<file path="config.mk">
export PLATFORM = sky130hd
export DESIGN_NAME = motor_stall_fault_detector_top
export DESIGN_NICKNAME = d
export VERILOG_FILES = /design/src/rtl/msfd_pkg.sv /design/src/rtl/msfd_ram.sv /design/src/rtl/motor_stall_fault_detector_top.sv
export SDC_FILE = /design/constraint.sdc
export NUM_CORES = 1
export LEC_CHECK = 0
export BUFFER_PORTS_ARGS = -buffer_cell sky130_fd_sc_hd__clkbuf_2
export CAP_MARGIN = 25
export CORE_UTILIZATION = 53
export CTS_CLUSTER_DIAMETER = 100
export DETAILED_ROUTE_END_ITERATION = 12
export PLACE_DENSITY_LB_ADDON = 0.2
export REMOVE_ABC_BUFFERS = 1
export SYNTH_ARGS = -nofsm -noshare
export SYNTH_HDL_FRONTEND = slang
export SYNTH_SLANG_ARGS = --single-unit
</file>
<file path="constraint.sdc">
create_clock -name clk -period 9.5 [get_ports clk]
set_clock_uncertainty 0.1 [all_clocks]
set_input_delay 0 -clock clk [delete_from_list [all_inputs] [get_ports clk]]
set_output_delay 0 -clock clk [all_outputs]
set_load 0.02 [all_outputs]
</file>
<file path="src/rtl/msfd_pkg.sv">
// Shared types, constants and helper functions for the motor stall detector.
// No dependencies; the top level and the checker import this package.
`default_nettype none

package msfd_pkg;

  localparam int MOTORS   = 4;
  localparam int LOOP_HZ  = 1000;
  localparam int MS_PER_S = 1000;

  localparam int MOTOR_W  = 2;
  localparam int MOTOR_AW = (MOTORS > 1) ? $clog2(MOTORS) : 1;
  localparam int SPEED_W  = 20;
  localparam int DRIVE_W  = 16;
  localparam int CUR_W    = 16;
  localparam int DUR_W    = 14;
  localparam int PWM_W    = 15;
  localparam int TICK_W   = 17;
  localparam int CFG_AW   = 2;
  localparam int CFG_DW   = 16;

  localparam logic [TICK_W-1:0]  TICKS_MAX    = {TICK_W{1'b1}};
  localparam logic [SPEED_W-1:0] TARGET_MIN   = SPEED_W'(80);  // 5 rpm in 1/16 rpm
  localparam logic [SPEED_W-1:0] MEASURED_MAX = SPEED_W'(32);  // 2 rpm in 1/16 rpm

  localparam logic [DUR_W-1:0] DUR_RESET    = DUR_W'(500);
  localparam logic [CUR_W-1:0] OC_RESET     = CUR_W'(10000);
  localparam logic [PWM_W-1:0] PWM_MIN_RESET = PWM_W'(3277);

  // ms -> ticks: floor(dur * LOOP_HZ / 1000) as a multiply by a rounded-up
  // reciprocal. Exact for any 14-bit duration since 2^-11 < 1/1000.
  localparam int          SCALE_SHIFT = 25;
  localparam int          SCALE_W     = 30;
  localparam logic [63:0] SCALE_MULT  =
      ((64'(LOOP_HZ) << SCALE_SHIFT) + 64'(MS_PER_S - 1)) / 64'(MS_PER_S);
  localparam int          PROD_W      = DUR_W + SCALE_W;
  localparam int          QUOT_W      = PROD_W - SCALE_SHIFT;

  typedef enum logic {
    OP_SAMPLE = 1'b0,
    OP_CLEAR  = 1'b1
  } op_t;

  typedef enum logic [CFG_AW-1:0] {
    CFG_STALL_DURATION = 2'd0,
    CFG_OC_LIMIT       = 2'd1,
    CFG_PWM_MIN        = 2'd2
  } cfg_reg_t;

  typedef struct packed {
    op_t                        operation;
    logic [MOTOR_W-1:0]         motor;
    logic                       motor_enabled;
    logic signed [SPEED_W-1:0]  target_speed;
    logic signed [SPEED_W-1:0]  measured_speed;
    logic signed [DRIVE_W-1:0]  drive_level;
    logic                       current_ok;
    logic [CUR_W-1:0]           current_ma;
  } sample_t;

  typedef struct packed {
    logic [MOTOR_W-1:0] motor_out;
    logic               stalled_flag;
    logic               overcurrent_flag;
    logic               disable_request;
    logic [TICK_W-1:0]  stall_count;
  } result_t;

  // Per-motor state word kept in RAM
  typedef struct packed {
    logic              stall_latch;
    logic              oc_latch;
    logic [TICK_W-1:0] ticks;
  } entry_t;

  localparam int ENTRY_W = $bits(entry_t);

  function automatic logic [SPEED_W-1:0] mag_speed(logic signed [SPEED_W-1:0] v);
    return v[SPEED_W-1] ? (~SPEED_W'(v) + SPEED_W'(1)) : SPEED_W'(v);
  endfunction

  function automatic logic [DRIVE_W-1:0] mag_drive(logic signed [DRIVE_W-1:0] v);
    return v[DRIVE_W-1] ? (~DRIVE_W'(v) + DRIVE_W'(1)) : DRIVE_W'(v);
  endfunction

  function automatic logic [TICK_W-1:0] ticks_of(logic [DUR_W-1:0] dur);
    logic [PROD_W-1:0] prod;
    logic [QUOT_W-1:0] quot;
    prod = PROD_W'(dur) * PROD_W'(SCALE_MULT[SCALE_W-1:0]);
    quot = prod[PROD_W-1:SCALE_SHIFT];
    return (quot > QUOT_W'(TICKS_MAX)) ? TICKS_MAX : quot[TICK_W-1:0];
  endfunction

endpackage

`default_nettype wire

</file>
<file path="src/rtl/msfd_ram.sv">
// Generic single-write, single-read RAM with registered read data.
// No dependencies.
`default_nettype none

module msfd_ram #(
  parameter int WIDTH = 8,
  parameter int DEPTH = 4
) (
  input  wire logic                                     clk,
  input  wire logic                                     wr_en,
  input  wire logic [((DEPTH > 1) ? $clog2(DEPTH) : 1)-1:0] wr_addr,
  input  wire logic [WIDTH-1:0]                         wr_data,
  input  wire logic                                     rd_en,
  input  wire logic [((DEPTH > 1) ? $clog2(DEPTH) : 1)-1:0] rd_addr,
  output logic      [WIDTH-1:0]                         rd_data
);

  logic [WIDTH-1:0] mem [DEPTH];

  always_ff @(posedge clk) begin
    if (wr_en) begin
      mem[wr_addr] <= wr_data;
    end
    if (rd_en) begin
      rd_data <= mem[rd_addr];
    end
  end

endmodule

`default_nettype wire

</file>
<file path="src/rtl/motor_stall_fault_detector_top.sv">
// Pipeline: an accepted sample word is captured in stage 1 while its RAM
//   read is registered; it is updated and loaded into the result register
//   once that register is free, which raises result_valid.
// Throughput: one sample word per cycle unless result is stalled; per-motor
//   state is in a 1-read 1-write RAM, forwarding a write on the read edge.
// Reset (rst, synchronous): per-motor valid bits clear, so every motor reads
//   as zero state at once; config registers return to their defaults.
`default_nettype none

module motor_stall_fault_detector_top
  import msfd_pkg::*;
(
  input  wire logic              clk,
  input  wire logic              rst,
  // sample channel
  input  wire logic              sample_valid,
  output logic                   sample_stall,
  input  wire sample_t           sample,
  // result channel
  output logic                   result_valid,
  input  wire logic              result_stall,
  output result_t                result,
  // config write channel
  input  wire logic              cfg_valid,
  output logic                   cfg_ready,
  input  wire logic [CFG_AW-1:0] cfg_index,
  input  wire logic [CFG_DW-1:0] cfg_data
);

  // ---------------------------------------------------------------------
  // Config registers. Duration is kept as a tick threshold, converted on
  // the write so it is ready for the very next sample.
  // ---------------------------------------------------------------------
  logic [TICK_W-1:0] thresh;
  logic [CUR_W-1:0]  oc_limit;
  logic [PWM_W-1:0]  pwm_min;

  assign cfg_ready = 1'b1;

  always_ff @(posedge clk) begin
    if (rst) begin
      thresh   <= ticks_of(DUR_RESET);
      oc_limit <= OC_RESET;
      pwm_min  <= PWM_MIN_RESET;
    end else if (cfg_valid && cfg_ready) begin
      case (cfg_reg_t'(cfg_index))
        CFG_STALL_DURATION: thresh   <= ticks_of(cfg_data[DUR_W-1:0]);
        CFG_OC_LIMIT:       oc_limit <= cfg_data[CUR_W-1:0];
        CFG_PWM_MIN:        pwm_min  <= cfg_data[PWM_W-1:0];
        default: ;
      endcase
    end
  end

  // ---------------------------------------------------------------------
  // Pipeline control. Stage 1 holds the word whose RAM read is in flight;
  // it moves into the output register when that register is free.
  // ---------------------------------------------------------------------
  logic    s1_valid;
  sample_t s1;
  logic    out_free;
  logic    s1_adv;
  logic    accept;

  assign out_free     = !result_valid || !result_stall;
  assign s1_adv       = s1_valid && out_free;
  assign sample_stall = s1_valid && !out_free;
  assign accept       = sample_valid && !sample_stall;

  logic [MOTOR_AW-1:0] rd_addr;
  logic [MOTOR_AW-1:0] s1_addr;
  logic                s1_in_range;
  assign rd_addr     = MOTOR_AW'(sample.motor);
  assign s1_addr     = MOTOR_AW'(s1.motor);
  assign s1_in_range = (32'(s1.motor) < MOTORS);

  // ---------------------------------------------------------------------
  // State RAM plus valid bits (clear and reset just drop the valid bits)
  // ---------------------------------------------------------------------
  logic [ENTRY_W-1:0] ram_rdata;
  logic               wr_req;     // stage 1 word updates its entry
  logic               wr_en;
  entry_t             upd;
  logic [MOTORS-1:0]  ent_valid;

  assign wr_en = s1_adv && wr_req;

  msfd_ram #(
    .WIDTH (ENTRY_W),
    .DEPTH (MOTORS)
  ) u_state_ram (
    .clk     (clk),
    .wr_en   (wr_en),
    .wr_addr (s1_addr),
    .wr_data (upd),
    .rd_en   (accept),
    .rd_addr (rd_addr),
    .rd_data (ram_rdata)
  );

  logic clear_now;
  assign clear_now = s1_adv && (s1.operation == OP_CLEAR);

  always_ff @(posedge clk) begin
    if (rst) begin
      ent_valid <= '0;
    end else if (clear_now) begin
      ent_valid <= '0;
    end else if (wr_en) begin
      ent_valid[s1_addr] <= 1'b1;
    end
  end

  // Forwarding: the read for a new word may coincide with the write of the
  // word ahead of it to the same motor; capture that written entry.
  logic   fwd_hit;
  entry_t fwd_data;

  always_ff @(posedge clk) begin
    if (rst) begin
      s1_valid <= 1'b0;
      fwd_hit  <= 1'b0;
    end else begin
      if (accept) begin
        s1_valid <= 1'b1;
        fwd_hit  <= wr_en && (s1_addr == rd_addr);
      end else if (s1_adv) begin
        s1_valid <= 1'b0;
        fwd_hit  <= 1'b0;
      end
    end
  end

  always_ff @(posedge clk) begin
    if (accept) begin
      s1       <= sample;
      fwd_data <= upd;
    end
  end

  // ---------------------------------------------------------------------
  // Update of one motor's state
  // ---------------------------------------------------------------------
  entry_t             cur;
  result_t            res;
  logic [SPEED_W-1:0] tgt_mag;
  logic [SPEED_W-1:0] meas_mag;
  logic [DRIVE_W-1:0] pwm_mag;
  logic               driving;

  assign tgt_mag  = mag_speed(s1.target_speed);
  assign meas_mag = mag_speed(s1.measured_speed);
  assign pwm_mag  = mag_drive(s1.drive_level);

  always_comb begin
    if (fwd_hit) begin
      cur = fwd_data;
    end else if (ent_valid[s1_addr]) begin
      cur = entry_t'(ram_rdata);
    end else begin
      cur = '0;
    end

    upd     = cur;
    res     = '0;
    wr_req  = 1'b0;
    driving = 1'b0;

    case (s1.operation)
      OP_CLEAR: ;  // all-zero result; valid bits drop on advance
      OP_SAMPLE: begin
        res.motor_out = s1.motor;
        if (s1_in_range) begin
          wr_req = 1'b1;
          if (!s1.motor_enabled) begin
            upd.ticks = '0;
          end else begin
            if (s1.current_ok && (s1.current_ma > oc_limit)) begin
              upd.oc_latch = 1'b1;
            end
            driving = (tgt_mag > TARGET_MIN) &&
                      ((pwm_mag > DRIVE_W'(pwm_min)) || upd.oc_latch) &&
                      (meas_mag < MEASURED_MAX);
            if (driving) begin
              if (cur.ticks < thresh) begin
                upd.ticks = cur.ticks + TICK_W'(1);
              end
            end else begin
              upd.ticks = '0;
            end
            // zero threshold stalls on any enabled sample
            if (upd.ticks >= thresh) begin
              upd.stall_latch     = 1'b1;
              res.disable_request = 1'b1;
            end
          end
          res.stalled_flag     = upd.stall_latch;
          res.overcurrent_flag = upd.oc_latch;
          res.stall_count      = upd.ticks;
        end
      end
      default: ;
    endcase
  end

  // ---------------------------------------------------------------------
  // Output register
  // ---------------------------------------------------------------------
  always_ff @(posedge clk) begin
    if (rst) begin
      result_valid <= 1'b0;
    end else if (s1_adv) begin
      result_valid <= 1'b1;
    end else if (!result_stall) begin
      result_valid <= 1'b0;
    end
  end

  always_ff @(posedge clk) begin
    if (s1_adv) begin
      result <= res;
    end
  end

endmodule

`default_nettype wire

</file>
==> metrics.csv, run 1 <==
stage,metric,value,unit
floorplan,Starting Density,0.538,
grt,GRT overflow,0,
placement,Port Buffers,123,
detailed_routing,DRT antenna net count,0,
grt,vias in the first global route,8964,
floorplan,Core Region,23400,um2
min_path,WHS Path Cells,2,
finish,Non-Filler Instances,1601,
logic_synthesis,Main synth FF type,edfxtp_1,
detailed_routing,Post-Route WL,29.3,mm
floorplan,die width,156,um
critical_path,Crit Path Category,flop to flop,
placement,Inst Count DP,1444,
timing,Final Max Tran Viols,0,
cts,Worst-path clk slew,60,ps
logic_synthesis,Mapped Avg Cell Area,12.3,um2
status,status,finished clean,
placement,routability-driven placement congestion ratio,0.878,
cts,CTS root buffer,clkbuf_16,
logic_synthesis,sequential area share after synthesis,0.591,
logic_synthesis,most frequent cell after synthesis,edfxtp_1,
power,power density over the cells,175,nW/um2
timing,period utilisation layout,0.659,
timing,fmax,160,MHz
cts,Inserted Clock Buffers,28,
finish,layout cells sized above 1,0.190,
critical_path,Reg2Reg Depth,23,
logic_synthesis,Synth area leaders,"edfxtp_1, dfxtp_1, ha_1",
timing,minimum clock period,6260,ps
flow_run,max cap viols,0,
power,maximum vdd drop,151,uV
logic_synthesis,"Distinct cells, synth",89,
power,Static Leak,5.93,nW
logic_synthesis,synthesized netlist cell count,1027,
critical_path,WP data arrival,6420,ps
detailed_routing,Pre-antenna DRT Iters,6,
logic_synthesis,YS warnings,0,
cts,H-tree depth,1,
logic_synthesis,biggest area consumer among synthesized cells,edfxtp_1,
cts,clk_lat worst skew,540,ps
critical_path,CP Launch Type,flop,
timing,count of final hold-check violations,0,
finish,final core occ,0.665,
floorplan,cell row count,56,
timing,endpoints failing setup,0,
logic_synthesis,most common library cells after synthesis,"edfxtp_1, nand2_1, nor2_1, inv_1, ha_1",
timing,Slew headroom,0.399,
detailed_routing,drt initial violations,690,
detailed_routing,DR vias,8963,
cts,clk buf depth,3,
cts,CTS Sinks,265,
grt,first-pass GRT wire length,46.6,mm
cts,postcts setup bufs,0,
grt,global router's overall resource usage,0.247,
cts,PostCTS Resize Cnt,0,
finish,Final Net Count,1421,
logic_synthesis,asr flop ratio synth,0,
timing,setup TNS,0,ps
detailed_routing,vias per inst,5.60,
grt,antenna violations before repair,0,
timing,RSZ-0062 raised after global routing,no,
floorplan,die boundary height,156,um
logic_synthesis,Synth top area share,0.508,
finish,Filler Cells Inserted,1733,
critical_path,Required @ worst endpoint,9660,ps
grt,largest net degree at the start of global routing,67,
critical_path,critical path peak fanout,16,
detailed_routing,routed len/inst,18.3,um
min_path,worst hold-check path type,primary input to flop,
logic_synthesis,post-synthesis cell area,12600,um2
finish,Area Overhead vs Synth,23.6,%
finish,n_diodes,0,
placement,post-detail-place hpwl,19.1,mm
timing,Worst-Margin Slew,902,ps
floorplan,die area,24400,um2
detailed_routing,Residual DRC,0,
logic_synthesis,Post-synth EDFFs,213,
logic_synthesis,"FF+latch count, synth",265,
cts,CTS tree,done,
floorplan,IO Pins,125,
critical_path,crit end category,flop,
==> power by group <==
group	internal [mW]	switching, mW
clock network	0.720	0.445
logic	0.102	0.121
registers	1.30	0.0285
total	2.12	0.595
==> sequential cells by signal, indices dropped and copies added (netlist names), 2 cells and up <==
register	cells
ent_valid	4
fwd_data	19
oc_limit	16
thresh	14
s1_addr	2
result	22
s1	75
u_state_ram.rd_data	19
u_state_ram.mem	76
pwm_min	15
==> stage by stage <==
stage               power [mW]  hold slack, ps  cell area, um2  setup WS (ps)
finish                    2.71            72.5           15600           3240
floorplan                 1.46           -30.9           12400           3320
CTS                       2.73            48.4           15600           3250
detailed placement        1.54            78.6           13500           3330
global placement          1.53            76.6           13500           3480
global route              2.81            68.7           15600           2780
==> routing by layer <==
| metal | GRT usage | vias up | part of all wire |
|---|---|---|---|
| met3 | 0.0344 | 40 | 0.053 |
| met5 | 0 | - | 0 |
| met1 | 0.320 | 4357 | 0.42 |
| met4 | 0.0635 | 0 | 0.019 |
| li1 | - | 4309 | - |
| met2 | 0.434 | 257 | 0.50 |
==> cells by family (layout without fill, tap and decap cells) <==
logic type | Yosys count | after routing | synth area share
AOI/OAI and AO/OA | 202 | 202 | 0.113
adders and majority gates | 61 | 61 | 0.0607
DFF | 265 | 265 | 0.591
muxes | 27 | 27 | 0.0414
other | 1 | 1 | 0.000298
buffers and inverters | 98 | 353 | 0.0360
and+or+nand+nor | 344 | 344 | 0.137
xor gates and xnor gates | 29 | 29 | 0.0202
==> layout make-up <==
cell class	count	area (um2)	share of cell area
clock buffers	39	835	0.0536
flip-flops and latches	265	7440	0.478
inverters	62	233	0.0150
repair buffers	239	1770	0.114
multi-input cells	664	4710	0.303
clock inverters	13	168	0.0108
well taps	319	399	0.0257
==> final timing paths <==
kind	startpoint	end	slack [ps]
setup / recovery	s1[26]$_DFFE_PP_	fwd_data[18]$_DFFE_PP_	3240
hold / removal	sample[70]	s1[70]$_DFFE_PP_	70
setup reg to reg	s1[26]$_DFFE_PP_	fwd_data[18]$_DFFE_PP_	3240
hold reg to reg	pwm_min[13]$_SDFFE_PP0P_	pwm_min[13]$_SDFFE_PP0P_	350
==> worst max-delay path, cell delays in order (launching register included) <==
cell,delay (ps)
edfxtp_1,430
or4_1,630
nor4_1,300
inv_1,80
o21ai_0,210
xnor2_1,170
ha_1,270
nand3_1,130
nor2_1,60
a221o_1,310
or3_1,310
a221oi_1,390
nand2_1,450
nand2_4,350
or2_2,160
ha_1,210
nand2b_1,140
a21o_1,170
a21o_1,170
a211oi_1,280
o21a_1,170
o211ai_1,110
a31oi_2,230
o21ai_1,150
==> what timing repair did <==
action	CTS	global route
setup endpoints to repair	0	0
endpoints found under the hold margin	123	0
hold buffers	105	0
==> cells in the final DEF (no fill, tap or decap), types with 20 or more instances in the layout <==
cell type | netlist | final
o21ai_0 | 27 | 27
clkbuf_16 | 0 | 30
ha_1 | 61 | 61
dlygate4sd3_1 | 0 | 105
edfxtp_1 | 213 | 213
clkbuf_2 | 0 | 123
nor2_1 | 71 | 70
a21oi_1 | 58 | 58
dfxtp_1 | 52 | 52
mux4_2 | 20 | 20
xnor2_1 | 24 | 24
nand2_1 | 130 | 130
inv_1 | 62 | 62
(Power assumes the default switching activity.)
==> run 2: changes to the inputs <==
Clock period 9.5 ns to 6.1 ns, I/O delays scaled along.
==> run 2 against run 1 <==
Compared with the run above:
- sequential power is 55% higher
- sequential share of layout area increased by 0.39 points
- non-clock buffer count increased by 3
- combinational power up 54%
- total power up 47%
- global-route usage shrank 0.79 points
- core utilization shrank 0.53 points
- via count fell by 0.67%
- die area is the same
- cell area fell by 0.80%
==> metrics.csv, run 2 (synthesis gave the netlist of run 1 again) <==
stage,metric,value,unit
finish,Final Net Count,1424,
timing,Final WS setup,448,ps
power,Sw Ratio,0.222,
placement,post-detail-place hpwl,18.9,mm
cts,clk_lat worst skew,550,ps
grt,vias in the first global route,8854,
grt,first-pass GRT wire length,45.2,mm
timing,minimum clock period,5650,ps
cts,CTS Sinks,265,
power,Static Leak,5.85,nW
min_path,Hold Crit Start,sample[73],
cts,Worst-path clk slew,60,ps
cts,H-tree depth,1,
timing,Worst-Margin Slew,982,ps
detailed_routing,Residual DRC,0,
timing,fmax,177,MHz
floorplan,Starting Density,0.538,
placement,pre-CTS WS,384,ps
cts,CTS root buffer,clkbuf_16,
finish,final instance area,15400,um2
critical_path,crit end category,flop,
grt,GRT overflow,0,
cts,CTS tree,done,
detailed_routing,routed len/inst,17.6,um
cts,clk buf depth,3,
floorplan,die area,24400,um2
detailed_routing,vias per inst,5.55,
finish,Largest register FFs,76,
finish,n_diodes,0,
timing,period utilisation layout,0.927,
critical_path,Required @ worst endpoint,6250,ps
detailed_routing,Post-Route WL,28.2,mm
critical_path,WP data arrival,5810,ps
critical_path,R2R Path Start,s1[17]$_DFFE_PP_,
finish,Filler Cells Inserted,1756,
critical_path,CP Launch Point,s1[17]$_DFFE_PP_,
finish,Top reg by flops,u_state_ram.mem,
grt,global router's overall resource usage,0.239,
power,Sw Pwr,885,uW
finish,Multi-input gate area,4720,um2
floorplan,die boundary height,156,um
timing,RSZ-0062 raised after global routing,no,
timing,Final Max Tran Viols,0,
critical_path,critical path peak fanout,16,
power,Clk pwr share,0.395,
finish,sequential cell area,7440,um2
finish,Non-Filler Instances,1603,
flow_run,max cap viols,0,
timing,count of final hold-check violations,0,
detailed_routing,Pre-antenna DRT Iters,5,
floorplan,die width,156,um
grt,largest net degree at the start of global routing,67,
placement,DP Area,13500,um2
cts,Inserted Clock Buffers,28,
power,Sequential Power Share,0.518,
finish,Area Overhead vs Synth,22.6,%
power,Comb pwr share,0.087,
finish,Largest regs,"u_state_ram.mem: 76 flops, s1: 75 flops, result: 22 flops",
cts,postcts setup bufs,0,
timing,endpoints failing setup,0,
detailed_routing,drt initial violations,583,
floorplan,Core Region,23400,um2
status,status,finished clean,
critical_path,CP Launch Type,flop,
finish,most frequent cells in the layout,"edfxtp_1, nand2_1, clkbuf_2",
power,P_int,3.10,mW
grt,antenna violations before repair,0,
critical_path,Crit Path Category,flop to flop,
detailed_routing,DR vias,8903,
min_path,worst hold-check path type,primary input to flop,
finish,layout cells sized above 1,0.183,
power,maximum vdd drop,224,uV
detailed_routing,DRT antenna net count,0,
timing,Slew headroom,0.340,
placement,Inst Count DP,1448,
floorplan,IO Pins,125,
floorplan,cell row count,56,
power,power density over the cells,258,nW/um2
placement,routability-driven placement congestion ratio,0.905,
placement,Port Buffers,123,
finish,"most common cell after layout, fill and taps aside",edfxtp_1,
[run 2: repair_timing]
item / 4_1_cts / 5_1_grt
gates resized for setup: 0 / 1
hold buffers: 103 / 0
endpoints found under the hold margin: 123 / 0
endpoints found under the setup margin: 0 / 5
[run 2: final timing paths]
path	slack (ps)	endpoint	cells after the start
setup / recovery	450	fwd_data[18]$_DFFE_PP_	22
hold reg to reg	350	oc_limit[2]$_SDFFE_PP0P_	2
setup reg to reg	450	fwd_data[18]$_DFFE_PP_	22
hold / removal	70	s1[73]$_DFFE_PP_	2
[run 2: layout make-up]
type / instances / area share
clock buffers: 41 / 0.0506
clock inverters: 10 / 0.00446
inverters: 62 / 0.0151
multi-input cells: 664 / 0.306
flip-flops and latches: 265 / 0.482
well taps: 319 / 0.0259
repair buffers: 242 / 0.116
[run 2: power groups by stage]
stage	clock, mW	sequential [mW]	combinational, mW
final	1.58	2.06	0.346
after global routing	1.67	2.07	0.384
after CTS	1.61	2.06	0.344
after detailed placement	0	2.10	0.292
after global placement	0	2.10	0.286
after floorplan	0	2.10	0.168
[run 2: metrics by stage]
stage / utilization / power (mW) / hold WS [ps] / TNS [ps]
after global routing: 0.659 / 4.13 / 60.1 / 0
after floorplan: - / 2.27 / -30.9 / -5660
after CTS: 0.658 / 4.01 / 54.3 / 0
after detailed placement: 0.578 / 2.39 / 78.6 / 0
final: 0.659 / 3.99 / 73.3 / 0
after global placement: 0.577 / 2.39 / 76.5 / 0
[run 2: layer usage]
layer | up-vias | global-route usage | part of all wire
met1 | 4287 | 0.313 | 0.43
met4 | 0 | 0.0644 | 0.019
met2 | 251 | 0.410 | 0.50
met5 | - | 0 | 0
li1 | 4322 | - | -
met3 | 43 | 0.0397 | 0.051
[run 2: worst max-delay path, cell delays in order, from the launching register on]
cell	delay, ps
edfxtp_1	380
or3_1	420
or3_1	450
o41ai_1	330
xnor2_1	180
ha_1	270
nand3_1	130
nor2_1	70
a221o_1	310
or3_1	320
a221oi_1	340
nand2_1	170
nand2_4	220
or2_2	140
ha_1	210
nand2b_1	130
a21o_1	170
a21o_1	170
a211oi_1	230
o21a_1	160
o211ai_1	110
a31oi_2	210
o21ai_1	150
==> run 3: changes to the inputs <==
--- a/config.mk
+++ b/config.mk
@@ -12,4 +12,5 @@
 export DETAILED_ROUTE_END_ITERATION = 12
-export PLACE_DENSITY_LB_ADDON = 0.2
+export PLACE_DENSITY = 0.73
 export REMOVE_ABC_BUFFERS = 1
+export SLEW_MARGIN = 20
 export SYNTH_ARGS = -nofsm -noshare
==> constraint.sdc (replaced) <==
create_clock -name clk -period 6.1 [get_ports clk]
set_clock_uncertainty 0.1 [all_clocks]
set_input_delay 1.22 -clock clk [delete_from_list [all_inputs] [get_ports clk]]
set_output_delay 1.22 -clock clk [all_outputs]
set_load 0.02 [all_outputs]
==> run 3 against run 2 <==
Compared with the run above:
- clock-buffer cell count is 2 lower
- cell count is 6.2% lower
- worst hold slack better by 280 ps
- flip-flop and latch count stayed put
- largest power group unchanged
- highest routed layer unchanged
==> metrics.csv, run 3 (synthesis gave the netlist of run 1 again) <==
stage,metric,value,unit
status,status,finished clean,
floorplan,Core Region,23400,um2
critical_path,"CP delay by family, top",simple AND/OR/NAND/NOR gates,
floorplan,Starting Density,0.538,
finish,Largest regs,"u_state_ram.mem: 76 flops, s1: 75 flops, result: 22 flops",
placement,post-detail-place hpwl,19.4,mm
timing,fmax,176,MHz
cts,Inserted Clock Buffers,29,
cts,CTS tree,done,
critical_path,critical path peak fanout,16,
cts,# hold bufs at CTS,0,
grt,largest net degree at the start of global routing,62,
detailed_routing,DR vias,8518,
placement,DP Area,13500,um2
cts,PostCTS Resize Cnt,0,
detailed_routing,DRT antenna net count,0,
cts,CTS Sinks,265,
grt,antenna violations before repair,0,
finish,Top reg by flops,u_state_ram.mem,
grt,vias in the first global route,8352,
detailed_routing,Pre-antenna DRT Iters,5,
critical_path,crit end category,flop,
cts,H-tree depth,1,
grt,GRT overflow,0,
detailed_routing,DR top layer,met4,
critical_path,critical path's largest stage delay,640,ps
min_path,worst hold-check path type,flop to flop,
timing,Slew headroom,0.357,
cts,CTS root buffer,clkbuf_16,
floorplan,IO Pins,125,
critical_path,Required @ worst endpoint,6240,ps
timing,RSZ-0062 raised after global routing,no,
grt,global router's overall resource usage,0.228,
placement,Inst Count DP,1448,
finish,layout cells sized above 1,0.207,
detailed_routing,met1 wire length,11.7,mm
power,power density over the cells,277,nW/um2
timing,count of final hold-check violations,0,
flow_run,max cap viols,0,
critical_path,worst path buffer plus inverter count,1,
detailed_routing,wire length on met3,1.66,mm
critical_path,CP max stage cell,or4_1,
cts,postcts setup bufs,0,
cts,clk buf depth,3,
detailed_routing,drt initial violations,512,
finish,Largest register FFs,76,
floorplan,die area,24400,um2
grt,first-pass GRT wire length,43.2,mm
finish,most frequent cells in the layout,"edfxtp_1, nand2_1, clkbuf_2",
critical_path,CP Launch Type,flop,
finish,Non-Filler Instances,1504,
detailed_routing,vias per inst,5.66,
power,maximum vdd drop,214,uV
critical_path,"Critical Path, Cell by Cell",or4_1 -> nor4_2 -> inv_1 -> o21ai_0 -> xnor2_1 -> ha_1 -> nand3_1 -> nor2_1 -> a221o_1 -> or3_1 -> a221oi_2 -> nand2_1 -> nand2_4 -> or2_2 -> ha_1 -> nand2b_1 -> a21o_1 -> a21o_1 -> a211oi_1 -> o21a_1 -> o211ai_1 -> a31oi_2 -> o21ai_1,
cts,clk_lat worst skew,540,ps
finish,Area Overhead vs Synth,15.2,%
critical_path,Crit Path Category,flop to flop,
detailed_routing,Post-Route WL,27.6,mm
floorplan,cell row count,56,
timing,period utilisation layout,0.933,
finish,Final Net Count,1324,
timing,endpoints failing setup,0,
detailed_routing,Residual DRC,0,
timing,minimum clock period,5690,ps
power,Static Leak,5.48,nW
placement,routability-driven placement congestion ratio,0.899,
finish,final instance area,14500,um2
critical_path,WP data arrival,5830,ps
finish,n_diodes,0,
cts,Worst-path clk slew,60,ps
floorplan,die boundary height,156,um
detailed_routing,WL met2,13.6,mm
timing,Worst-Margin Slew,964,ps
floorplan,die width,156,um
timing,Final Max Tran Viols,0,
detailed_routing,routed len/inst,18.3,um
placement,Port Buffers,123,
finish,"most common cell after layout, fill and taps aside",edfxtp_1,
[run 3: cell types whose count changed in the layout (fill, tap and decap cells not counted), moves of 2 or more]
cell,before,now
dlygate4sd3_1,103,0
clkbuf_1,11,7
buf_4,13,16
clkinv_2,1,4
clkbuf_8,1,3
o41ai_1,5,3
o41ai_2,0,2
[run 3: path summary, 6_finish.rpt]
path         cells past startpoint                                to                    start  slack [ps]
max                             23  u_state_ram.mem[3][18]$_DFFE_PP_         s1[26]$_DFFE_PP_         410
min                              2           thresh[10]$_SDFFE_PP0P_  thresh[10]$_SDFFE_PP0P_         360
max reg2reg                     23  u_state_ram.mem[3][18]$_DFFE_PP_         s1[26]$_DFFE_PP_         410
min reg2reg                      2           thresh[10]$_SDFFE_PP0P_  thresh[10]$_SDFFE_PP0P_         360
[run 3: power breakdown]
| part | switching (mW) | internal [mW] |
|---|---|---|
| Sequential | 0.0467 | 2.02 |
| Combinational | 0.174 | 0.119 |
| Clock | 0.673 | 0.986 |
[run 3: stage by stage]
step	hold WS, ps	utilization	setup slack [ps]	TNS, ps	total power, mW
6_report	356	0.620	408	0	4.02
5_1_grt	370	0.620	29.6	0	4.16
4_1_cts	356	0.616	303	0	4.04
3_5_place_dp	348	0.577	358	0	2.39
3_3_place_gp	343	0.577	485	0	2.38
2_1_floorplan	330	-	-891	-100230	2.27
[run 3: per-layer routing]
| metal | vias to the layer above | global-route usage |
|---|---|---|
| li1 | 4128 | - |
| met1 | 4066 | 0.293 |
| met2 | 280 | 0.401 |
| met3 | 44 | 0.0336 |
| met4 | 0 | 0.0654 |
| met5 | - | 0 |
[run 3: tightest hold or removal path, stage by stage, from the launching register on]
cell and delay [ps]:
dfxtp_1 310, nand2_1 50, a21oi_1 50
[run 3: area by class of cell]
cell class	instances	area, um2
clock inverters	14	110
well taps	319	399
multi-input cells	665	4780
repair buffers	140	747
flip-flops and latches	265	7440
inverters	62	233
clock buffers	39	793
fillers	1839	8900
